## config.mk

```make
export PLATFORM = sky130hd
export DESIGN_NAME = lfu_cache_table
export DESIGN_NICKNAME = d
export VERILOG_FILES = /design/src/hdl/lfu_pkg.sv /design/src/hdl/lfu_cache_table.sv /design/src/hdl/lfu_front.sv /design/src/hdl/lfu_back.sv
export SDC_FILE = /design/constraint.sdc
export NUM_CORES = 2
export LEC_CHECK = 0
export BUFFER_PORTS_ARGS = -buffer_cell sky130_fd_sc_hd__buf_4
export CAP_MARGIN = 20
export CORE_MARGIN = 4
export CORE_UTILIZATION = 49
export CTS_CLUSTER_DIAMETER = 150
export CTS_CLUSTER_SIZE = 25
export DETAILED_ROUTE_END_ITERATION = 8
export GPL_TIMING_DRIVEN = 0
export PLACE_DENSITY = 0.71
export SLEW_MARGIN = 20
export SYNTH_ARGS = -nofsm -noshare
export SYNTH_HDL_FRONTEND = slang
export SYNTH_SLANG_ARGS = --single-unit
export TNS_END_PERCENT = 1
```

## constraint.sdc

```tcl
create_clock -name clk -period 8.3 [get_ports clk]
set_input_delay 0.415 -clock clk [delete_from_list [all_inputs] [get_ports clk]]
set_output_delay 0.415 -clock clk [all_outputs]
set_load 0.01 [all_outputs]
```

## src/hdl/lfu_pkg.sv

```systemverilog
// Shared types and codes for the LFU cache table.
`default_nettype none
package lfu_pkg;
  localparam int FIELD_W = 32;
  localparam int COUNT_W = 32;
  localparam int CAP_W = 5;

  localparam logic OP_GET = 1'b0;
  localparam logic OP_PUT = 1'b1;

  typedef struct packed {
    logic                       mode;
    logic signed [FIELD_W-1:0]  lookup_key;
    logic signed [FIELD_W-1:0]  write_value;
  } in_item_t;

  typedef struct packed {
    logic                       found;
    logic signed [FIELD_W-1:0]  read_value;
    logic                       evicted;
    logic signed [FIELD_W-1:0]  evicted_key;
  } out_item_t;

  typedef struct packed {
    logic                       op;
    logic [FIELD_W-1:0]         key;
    logic [FIELD_W-1:0]         value;
  } req_t;
endpackage
`default_nettype wire

```

## src/hdl/lfu_cache_table.sv

```systemverilog
// Top level of the LFU cache table with least-recent tie break.
// Usage:
//   Input channel in_valid/in_ready/in_data carries get (mode 0) or put
//   (mode 1) requests with a key and a value. Result channel
//   out_valid/out_ready/out_data returns one result per request, in order.
//   cfg_wr_en/cfg_wr_data write capacity_in_use; write only while idle.
// Back end:
//   A request passes through the back end in a start step, a scan over
//   every table entry in turn and an update step; a new request is taken
//   only once the last one is through.
//   A two-entry queue sits between intake and back end.
// Reset:
//   rst_n low empties the table and queue and sets capacity to 16.
// Stall:
//   A held result stays in the output register; the back end waits in its
//   update step while further requests collect in the queue until full.
`default_nettype none
module lfu_cache_table
  import lfu_pkg::*;
#(
  parameter int MAX_ENTRIES = 16,
  parameter int KEY_BITS    = 32,
  parameter int VALUE_BITS  = 32
) (
  input  wire logic             clk,
  input  wire logic             rst_n,
  input  wire logic             in_valid,
  output logic                  in_ready,
  input  wire in_item_t         in_data,
  output logic                  out_valid,
  input  wire logic             out_ready,
  output out_item_t             out_data,
  input  wire logic             cfg_wr_en,
  input  wire logic [CAP_W-1:0] cfg_wr_data
);
  logic [CAP_W-1:0] cap_r;
  logic             q_valid;
  logic             q_pop;
  req_t             q_item;

  always_ff @(posedge clk) begin
    if (!rst_n) begin
      cap_r <= CAP_W'(16);
    end else if (cfg_wr_en) begin
      cap_r <= cfg_wr_data;
    end
  end

  lfu_front u_front (
    .clk      (clk),
    .rst_n    (rst_n),
    .in_valid (in_valid),
    .in_ready (in_ready),
    .in_data  (in_data),
    .q_valid  (q_valid),
    .q_item   (q_item),
    .q_pop    (q_pop)
  );

  lfu_back #(
    .MAX_ENTRIES (MAX_ENTRIES),
    .KEY_BITS    (KEY_BITS),
    .VALUE_BITS  (VALUE_BITS)
  ) u_back (
    .clk       (clk),
    .rst_n     (rst_n),
    .cap       (cap_r),
    .q_valid   (q_valid),
    .q_item    (q_item),
    .q_pop     (q_pop),
    .out_valid (out_valid),
    .out_ready (out_ready),
    .out_data  (out_data)
  );
endmodule
`default_nettype wire

```

## src/hdl/lfu_front.sv

```systemverilog
// Request intake: classify incoming items and queue them for the back end.
`default_nettype none
module lfu_front
  import lfu_pkg::*;
(
  input  wire logic     clk,
  input  wire logic     rst_n,
  input  wire logic     in_valid,
  output logic          in_ready,
  input  wire in_item_t in_data,
  output logic          q_valid,
  output req_t          q_item,
  input  wire logic     q_pop
);
  req_t       mem_r [2];
  logic       wr_ptr_r;
  logic       rd_ptr_r;
  logic [1:0] cnt_r;
  logic       push;
  req_t       req_nxt;

  assign in_ready = (cnt_r != 2'd2);
  assign push     = in_valid && in_ready;
  assign q_valid  = (cnt_r != 2'd0);
  assign q_item   = mem_r[rd_ptr_r];

  always_comb begin
    req_nxt.op    = in_data.mode ? OP_PUT : OP_GET;
    req_nxt.key   = $unsigned(in_data.lookup_key);
    req_nxt.value = $unsigned(in_data.write_value);
  end

  always_ff @(posedge clk) begin
    if (push) begin
      mem_r[wr_ptr_r] <= req_nxt;
    end
    if (!rst_n) begin
      wr_ptr_r <= 1'b0;
      rd_ptr_r <= 1'b0;
      cnt_r    <= 2'd0;
    end else begin
      if (push) wr_ptr_r <= ~wr_ptr_r;
      if (q_pop) rd_ptr_r <= ~rd_ptr_r;
      unique case ({push, q_pop})
        2'b10:   cnt_r <= cnt_r + 2'd1;
        2'b01:   cnt_r <= cnt_r - 2'd1;
        default: cnt_r <= cnt_r;
      endcase
    end
  end
endmodule
`default_nettype wire

```

## src/hdl/lfu_back.sv

```systemverilog
// Entry table, scan for hit, free slot and victim, and the table update.
`default_nettype none
module lfu_back
  import lfu_pkg::*;
#(
  parameter int MAX_ENTRIES = 16,
  parameter int KEY_BITS    = 32,
  parameter int VALUE_BITS  = 32
) (
  input  wire logic             clk,
  input  wire logic             rst_n,
  input  wire logic [CAP_W-1:0] cap,
  input  wire logic             q_valid,
  input  wire req_t             q_item,
  output logic                  q_pop,
  output logic                  out_valid,
  input  wire logic             out_ready,
  output out_item_t             out_data
);
  localparam int IDX_W = (MAX_ENTRIES > 1) ? $clog2(MAX_ENTRIES) : 1;
  localparam int OCC_W = $clog2(MAX_ENTRIES + 1);
  localparam logic [1:0] ST_IDLE = 2'd0;
  localparam logic [1:0] ST_SCAN = 2'd1;
  localparam logic [1:0] ST_EXEC = 2'd2;

  logic [KEY_BITS-1:0]   key_r   [MAX_ENTRIES];
  logic [VALUE_BITS-1:0] value_r [MAX_ENTRIES];
  logic [COUNT_W-1:0]    count_r [MAX_ENTRIES];
  logic [IDX_W-1:0]      rank_r  [MAX_ENTRIES];
  logic [MAX_ENTRIES-1:0] valid_r;
  logic [OCC_W-1:0]      occ_r;

  logic [1:0]            state_r;
  logic [IDX_W-1:0]      idx_r;
  logic                  op_r;
  logic [KEY_BITS-1:0]   rkey_r;
  logic [VALUE_BITS-1:0] rval_r;

  logic                  hit_f_r, free_f_r, vic_f_r;
  logic [IDX_W-1:0]      hit_idx_r, free_idx_r, vic_idx_r;
  logic [VALUE_BITS-1:0] hit_val_r;
  logic [COUNT_W-1:0]    hit_cnt_r, vic_cnt_r;
  logic [IDX_W-1:0]      hit_rank_r, vic_rank_r;
  logic [KEY_BITS-1:0]   vic_key_r;

  logic                  out_valid_r;
  out_item_t             out_data_r;

  logic [8:0]            cap9, max9, cap_eff, occ9;
  logic                  cap_zero, is_put, use_free, do_touch, do_ins, do_evict;
  logic [IDX_W-1:0]      slot;
  logic                  cur_v, cur_match, vic_better;
  logic                  exec_go;
  out_item_t             res;

  assign q_pop     = (state_r == ST_IDLE) && q_valid;
  assign out_valid = out_valid_r;
  assign out_data  = out_data_r;

  always_comb begin
    cap9     = 9'(cap);
    max9     = 9'(MAX_ENTRIES);
    cap_eff  = (cap9 > max9) ? max9 : cap9;
    occ9     = 9'(occ_r);
    cap_zero = (cap_eff == 9'd0);
    is_put   = (op_r == OP_PUT);
    use_free = (occ9 < cap_eff) && free_f_r;
    do_touch = hit_f_r && (!is_put || !cap_zero);
    do_ins   = is_put && !cap_zero && !hit_f_r && (use_free || vic_f_r);
    do_evict = do_ins && !use_free;
    slot     = use_free ? free_idx_r : vic_idx_r;
    exec_go  = (state_r == ST_EXEC) && (!out_valid_r || out_ready);

    res.found       = hit_f_r;
    res.read_value  = (!is_put && hit_f_r) ? FIELD_W'(hit_val_r) : '0;
    res.evicted     = do_evict;
    res.evicted_key = do_evict ? FIELD_W'(vic_key_r) : '0;

    cur_v      = valid_r[idx_r];
    cur_match  = cur_v && (key_r[idx_r] == rkey_r);
    vic_better = cur_v && (!vic_f_r || (count_r[idx_r] < vic_cnt_r) ||
                 ((count_r[idx_r] == vic_cnt_r) && (rank_r[idx_r] > vic_rank_r)));
  end

  always_ff @(posedge clk) begin
    if (!rst_n) begin
      state_r     <= ST_IDLE;
      valid_r     <= '0;
      occ_r       <= '0;
      out_valid_r <= 1'b0;
    end else begin
      if (exec_go) begin
        out_valid_r <= 1'b1;
      end else if (out_ready) begin
        out_valid_r <= 1'b0;
      end
      unique case (state_r)
        ST_IDLE: begin
          if (q_valid) begin
            op_r     <= q_item.op;
            rkey_r   <= KEY_BITS'(q_item.key);
            rval_r   <= VALUE_BITS'(q_item.value);
            idx_r    <= '0;
            hit_f_r  <= 1'b0;
            free_f_r <= 1'b0;
            vic_f_r  <= 1'b0;
            state_r  <= ST_SCAN;
          end
        end
        ST_SCAN: begin
          if (cur_match && !hit_f_r) begin
            hit_f_r    <= 1'b1;
            hit_idx_r  <= idx_r;
            hit_val_r  <= value_r[idx_r];
            hit_cnt_r  <= count_r[idx_r];
            hit_rank_r <= rank_r[idx_r];
          end
          if (!cur_v && !free_f_r) begin
            free_f_r   <= 1'b1;
            free_idx_r <= idx_r;
          end
          if (vic_better) begin
            vic_f_r    <= 1'b1;
            vic_idx_r  <= idx_r;
            vic_cnt_r  <= count_r[idx_r];
            vic_rank_r <= rank_r[idx_r];
            vic_key_r  <= key_r[idx_r];
          end
          if (idx_r == IDX_W'(MAX_ENTRIES - 1)) begin
            state_r <= ST_EXEC;
          end else begin
            idx_r <= idx_r + 1'b1;
          end
        end
        ST_EXEC: begin
          if (exec_go) begin
            out_data_r  <= res;
            for (int j = 0; j < MAX_ENTRIES; j++) begin
              if ((do_touch && (IDX_W'(j) == hit_idx_r)) ||
                  (do_ins && (IDX_W'(j) == slot))) begin
                rank_r[j] <= '0;
              end else if (valid_r[j] &&
                  ((do_touch && rank_r[j] < hit_rank_r) ||
                   (do_ins && !do_evict) ||
                   (do_evict && rank_r[j] < vic_rank_r))) begin
                rank_r[j] <= rank_r[j] + 1'b1;
              end
            end
            if (do_touch) begin
              if (hit_cnt_r != '1) count_r[hit_idx_r] <= hit_cnt_r + 1'b1;
              if (is_put) value_r[hit_idx_r] <= rval_r;
            end
            if (do_ins) begin
              valid_r[slot] <= 1'b1;
              key_r[slot]   <= rkey_r;
              value_r[slot] <= rval_r;
              count_r[slot] <= COUNT_W'(1);
              if (!do_evict) occ_r <= occ_r + 1'b1;
            end
            state_r <= ST_IDLE;
          end
        end
        default: state_r <= ST_IDLE;
      endcase
    end
  end
endmodule
`default_nettype wire

```

==> flow_summary.ini <==
[critical_path]
path_max_fanout = 37
path_common_cell = o21a_1
rrSetupSlack_ps = 620
r2r-end = u_back.vic_cnt_r[13]
cp_cell_sequence = buf_4 > clkbuf_1 > buf_2 > buf_4 > clkbuf_1 > clkbuf_1 > mux4_2 > ha_1 > o21a_1 > o21a_1 > o21a_1 > o21ai_0 > a21oi_1 > a311oi_1 > o21a_1 > o2111a_4 > buf_16
cpLargestDelayFamily = buffers and inverters
critPathLaunchType = flop
arrival_ps = 8100
slowest_stage = clkbuf_1
cp_slowest_stage_delay_ps = 860
cp-end-kind = flop
criticalPathCategory = flop to flop
critPathRequiredTime_ps = 8720
cp_num_buf_inv = 7
crit_cells = 17
endpoint = u_back.vic_cnt_r[13]
r2r_cells = 17

[yosys]
yosys.area_share.simple_pct = 3.844
synth-async-reset-ratio_pct = 0
synth_compound_area_share_pct = 3.891
yosysMostFrequentCell = edfxtp_1
synth_cell_type_count = 82
synth_mux_area_share_pct = 13.58
synth_area_per_cell_um2 = 19.08
ys_seq_area_share_pct = 73.80
ys.flop_type = edfxtp_1
synth_fp_nets = 4583
ys_seq_elements = 2053
ys_top_cells_by_count = edfxtp_1 (2016), mux4_2 (352), mux2i_1 (207)
yosysTopAreaCell = edfxtp_1
synth_top_area_share_pct = 72.91
synth_top_family_by_area = multiplexers
synth_edf_count = 2016
ys_top_cells_by_area = edfxtp_1 (73%), mux4_2 (9.5%), mux2i_1 (2.5%)
synthCells = 4352
netlist_area_um2 = 83030
ys_warn_count = 0
synthAdderAreaFrac_pct = 2.351
synthXorXnorAreaFrac_pct = 1.108

[global_route]
grt_overflow = 0
grt_usage_pct = 24.06
grt_first_pass_wirelength_um = 305300
grt_pass1_vias = 43230
grt_start_max_net_pins = 43
antenna_found_initial = 6

[sta]
hold_viol = 0
setup_slack_ps = 623.2
hold_ws_ps = 112.9
fin_setup_tns_ps = 0
drv_slew = 0
rsz0062_at_grt = no
clock.fmax_mhz = 130.3
setup_viol = 0
clock-skew-final_ps = 59.08
max_slew_margin_pct = 24.07
period_minus_slack_ps = 7677
worst_slew_pin_slew_ps = 1139
fin_crit_sh_pct = 92.49

[detailed_routing]
drt_iter0_drc = 6333
drt-wirelength-per-cell_um = 30.42
first_pass_iters = 6
dr_total_vias = 44060
drtAntennaViolNets = 0
drc = 0
vias_per_cell = 6.297
drt_wl_total_um = 212800

[power]
p_total_mw = 25.31
vdd_drop_max_uv = 205.1
power.leakage_nw = 30.03
power_density_nw_per_um2 = 272.5

[floorplan]
start_util_pct = 49.49
die_x_um = 419.7
die_area_um2 = 176100
placementRows = 150
core-area_um2 = 167800
die_y_um = 419.7
io_pins = 143

[min_path]
min_path_type = input pin to flop

[clocking]
clock-root-buffer = clkbuf_16
numCtsBuffers = 92
cts_buffer_depth = 3
clkSinkCount = 2053
post_cts_resized = 0
clk_pin_slew_ps = 110
cts_tree = yes
htreeDepth = 3
worstSkewPairLatency_ps = 780

[placement]
place_congestion = 0.8998
io_buffers = 141
dpl_worst_slack_ps = 753.1
dp_hpwl_um = 145000

[cells_and_area]
nNetsFinal = 4990
area_growth_pct = 11.87
n_fill_cell = 12540
drive_above_1_share_pct = 19.99

[outcome]
status = complete, no violations

[run]
cap_viol_max_count = 0
==> registers in the layout (all words and copies together) (netlist names), 5 cells and up, named ones only <==
register and count:
u_back.out_data 66, u_back.occ_r 5, u_front.mem_r 130, u_back.value_r 512
u_back.rval_r 32, u_back.key_r 512, u_back.rkey_r 32, u_back.hit_val_r 32
u_back.vic_cnt_r 32, u_back.hit_cnt_r 32, u_back.vic_key_r 32, u_back.rank_r 64
cap_r 5, u_back.valid_r 16, u_back.count_r 512
==> metrics by stage <==
stage                     std cells  cell area (um^2)  util (%)
final                          6998             92890     55.36
after global routing           6997             92890     55.36
after global placement         6697             86850     51.76
after floorplan                4352             83030         -
after detailed placement       6796             89590     53.39
after CTS                      6993             92840     55.33
==> cell type report <==
type                    instances  area [um^2]  share of cell area (%)
multi-input cells            2041        20990                   22.59
well taps                    2204         2758                   2.969
clock buffers                 122         2479                   2.668
flip-flops and latches       2053        61280                   65.97
repair buffers                313         4098                   4.411
inverters                      67        254.0                  0.2734
clock inverters                 5        76.32                 0.08216
diodes                          2        5.005                0.005388
plain buffers                 191        959.7                   1.033
==> kinds of logic after synthesis <==
group | Yosys count
buffers and inverters | 258
xor gates and xnor gates | 105
AOI/OAI and AO/OA | 453
adders and majority gates | 156
and+or+nand+nor | 671
DFF | 2053
muxes | 656
==> per-layer routing <==
metal  GRT usage (%)  up-vias  wire length (um)
met5               0        -                 0
met4           6.557        0              6347
met3           3.774      343             20340
met2           38.93     2372            102900
met1           34.39    23060             83220
li1                -    18290                 -
==> repair_timing <==
| action | 4_1_cts | 5_1_grt |
|---|---|---|
| hold endpoints to repair | 135 | 0 |
| setup buffers | 0 | 0 |
| hold buffers | 70 | 0 |
==> power by group <==
part | switching [mW] | internal [mW]
combinational | 4.37 | 2.93
clock | 3.08 | 2.12
sequential | 0.573 | 12.2
==> how the worst min path moves through the flow <==
stage,slack [ps],cells past startpoint,from,endpoint
2_1_floorplan,440,1,u_back.valid_r[10],u_back.valid_r[10]
3_3_place_gp,460,1,u_back.valid_r[1],u_back.valid_r[1]
3_5_place_dp,470,1,u_back.valid_r[1],u_back.valid_r[1]
4_1_cts,50,3,rst_n,u_back.occ_r[4]
5_1_grt,70,3,rst_n,u_back.occ_r[4]
6_report,110,3,rst_n,u_back.occ_r[1]
==> cell usage in the layout, fill, tap and decap left out, types with 13 or more instances in the layout <==
cell type and n:
a21o_1 59, a21oi_1 75, a221oi_1 70, a22oi_1 44, a31oi_1 22, and2_1 38, and3_1 64, buf_1 23
buf_12 53, buf_16 46, buf_2 41, buf_4 155, buf_6 13, clkbuf_1 114, clkbuf_16 95, clkbuf_2 13
dfxtp_1 37, dlygate4sd3_1 70, edfxtp_1 2016, ha_1 156, inv_1 63, mux2_2 79, mux2i_1 207, mux4_2 352
nand2_1 171, nand2b_1 48, nand3_1 54, nor2_1 151, nor2_4 51, nor2b_1 34, o21ai_0 87, xnor2_1 61
xor2_1 44
==> worst min-delay path, stage by stage <==
cell and delay, ps:
buf_4 150, inv_1 180, a21oi_1 60
No activity file was read; power rests on OpenSTA's default activity.
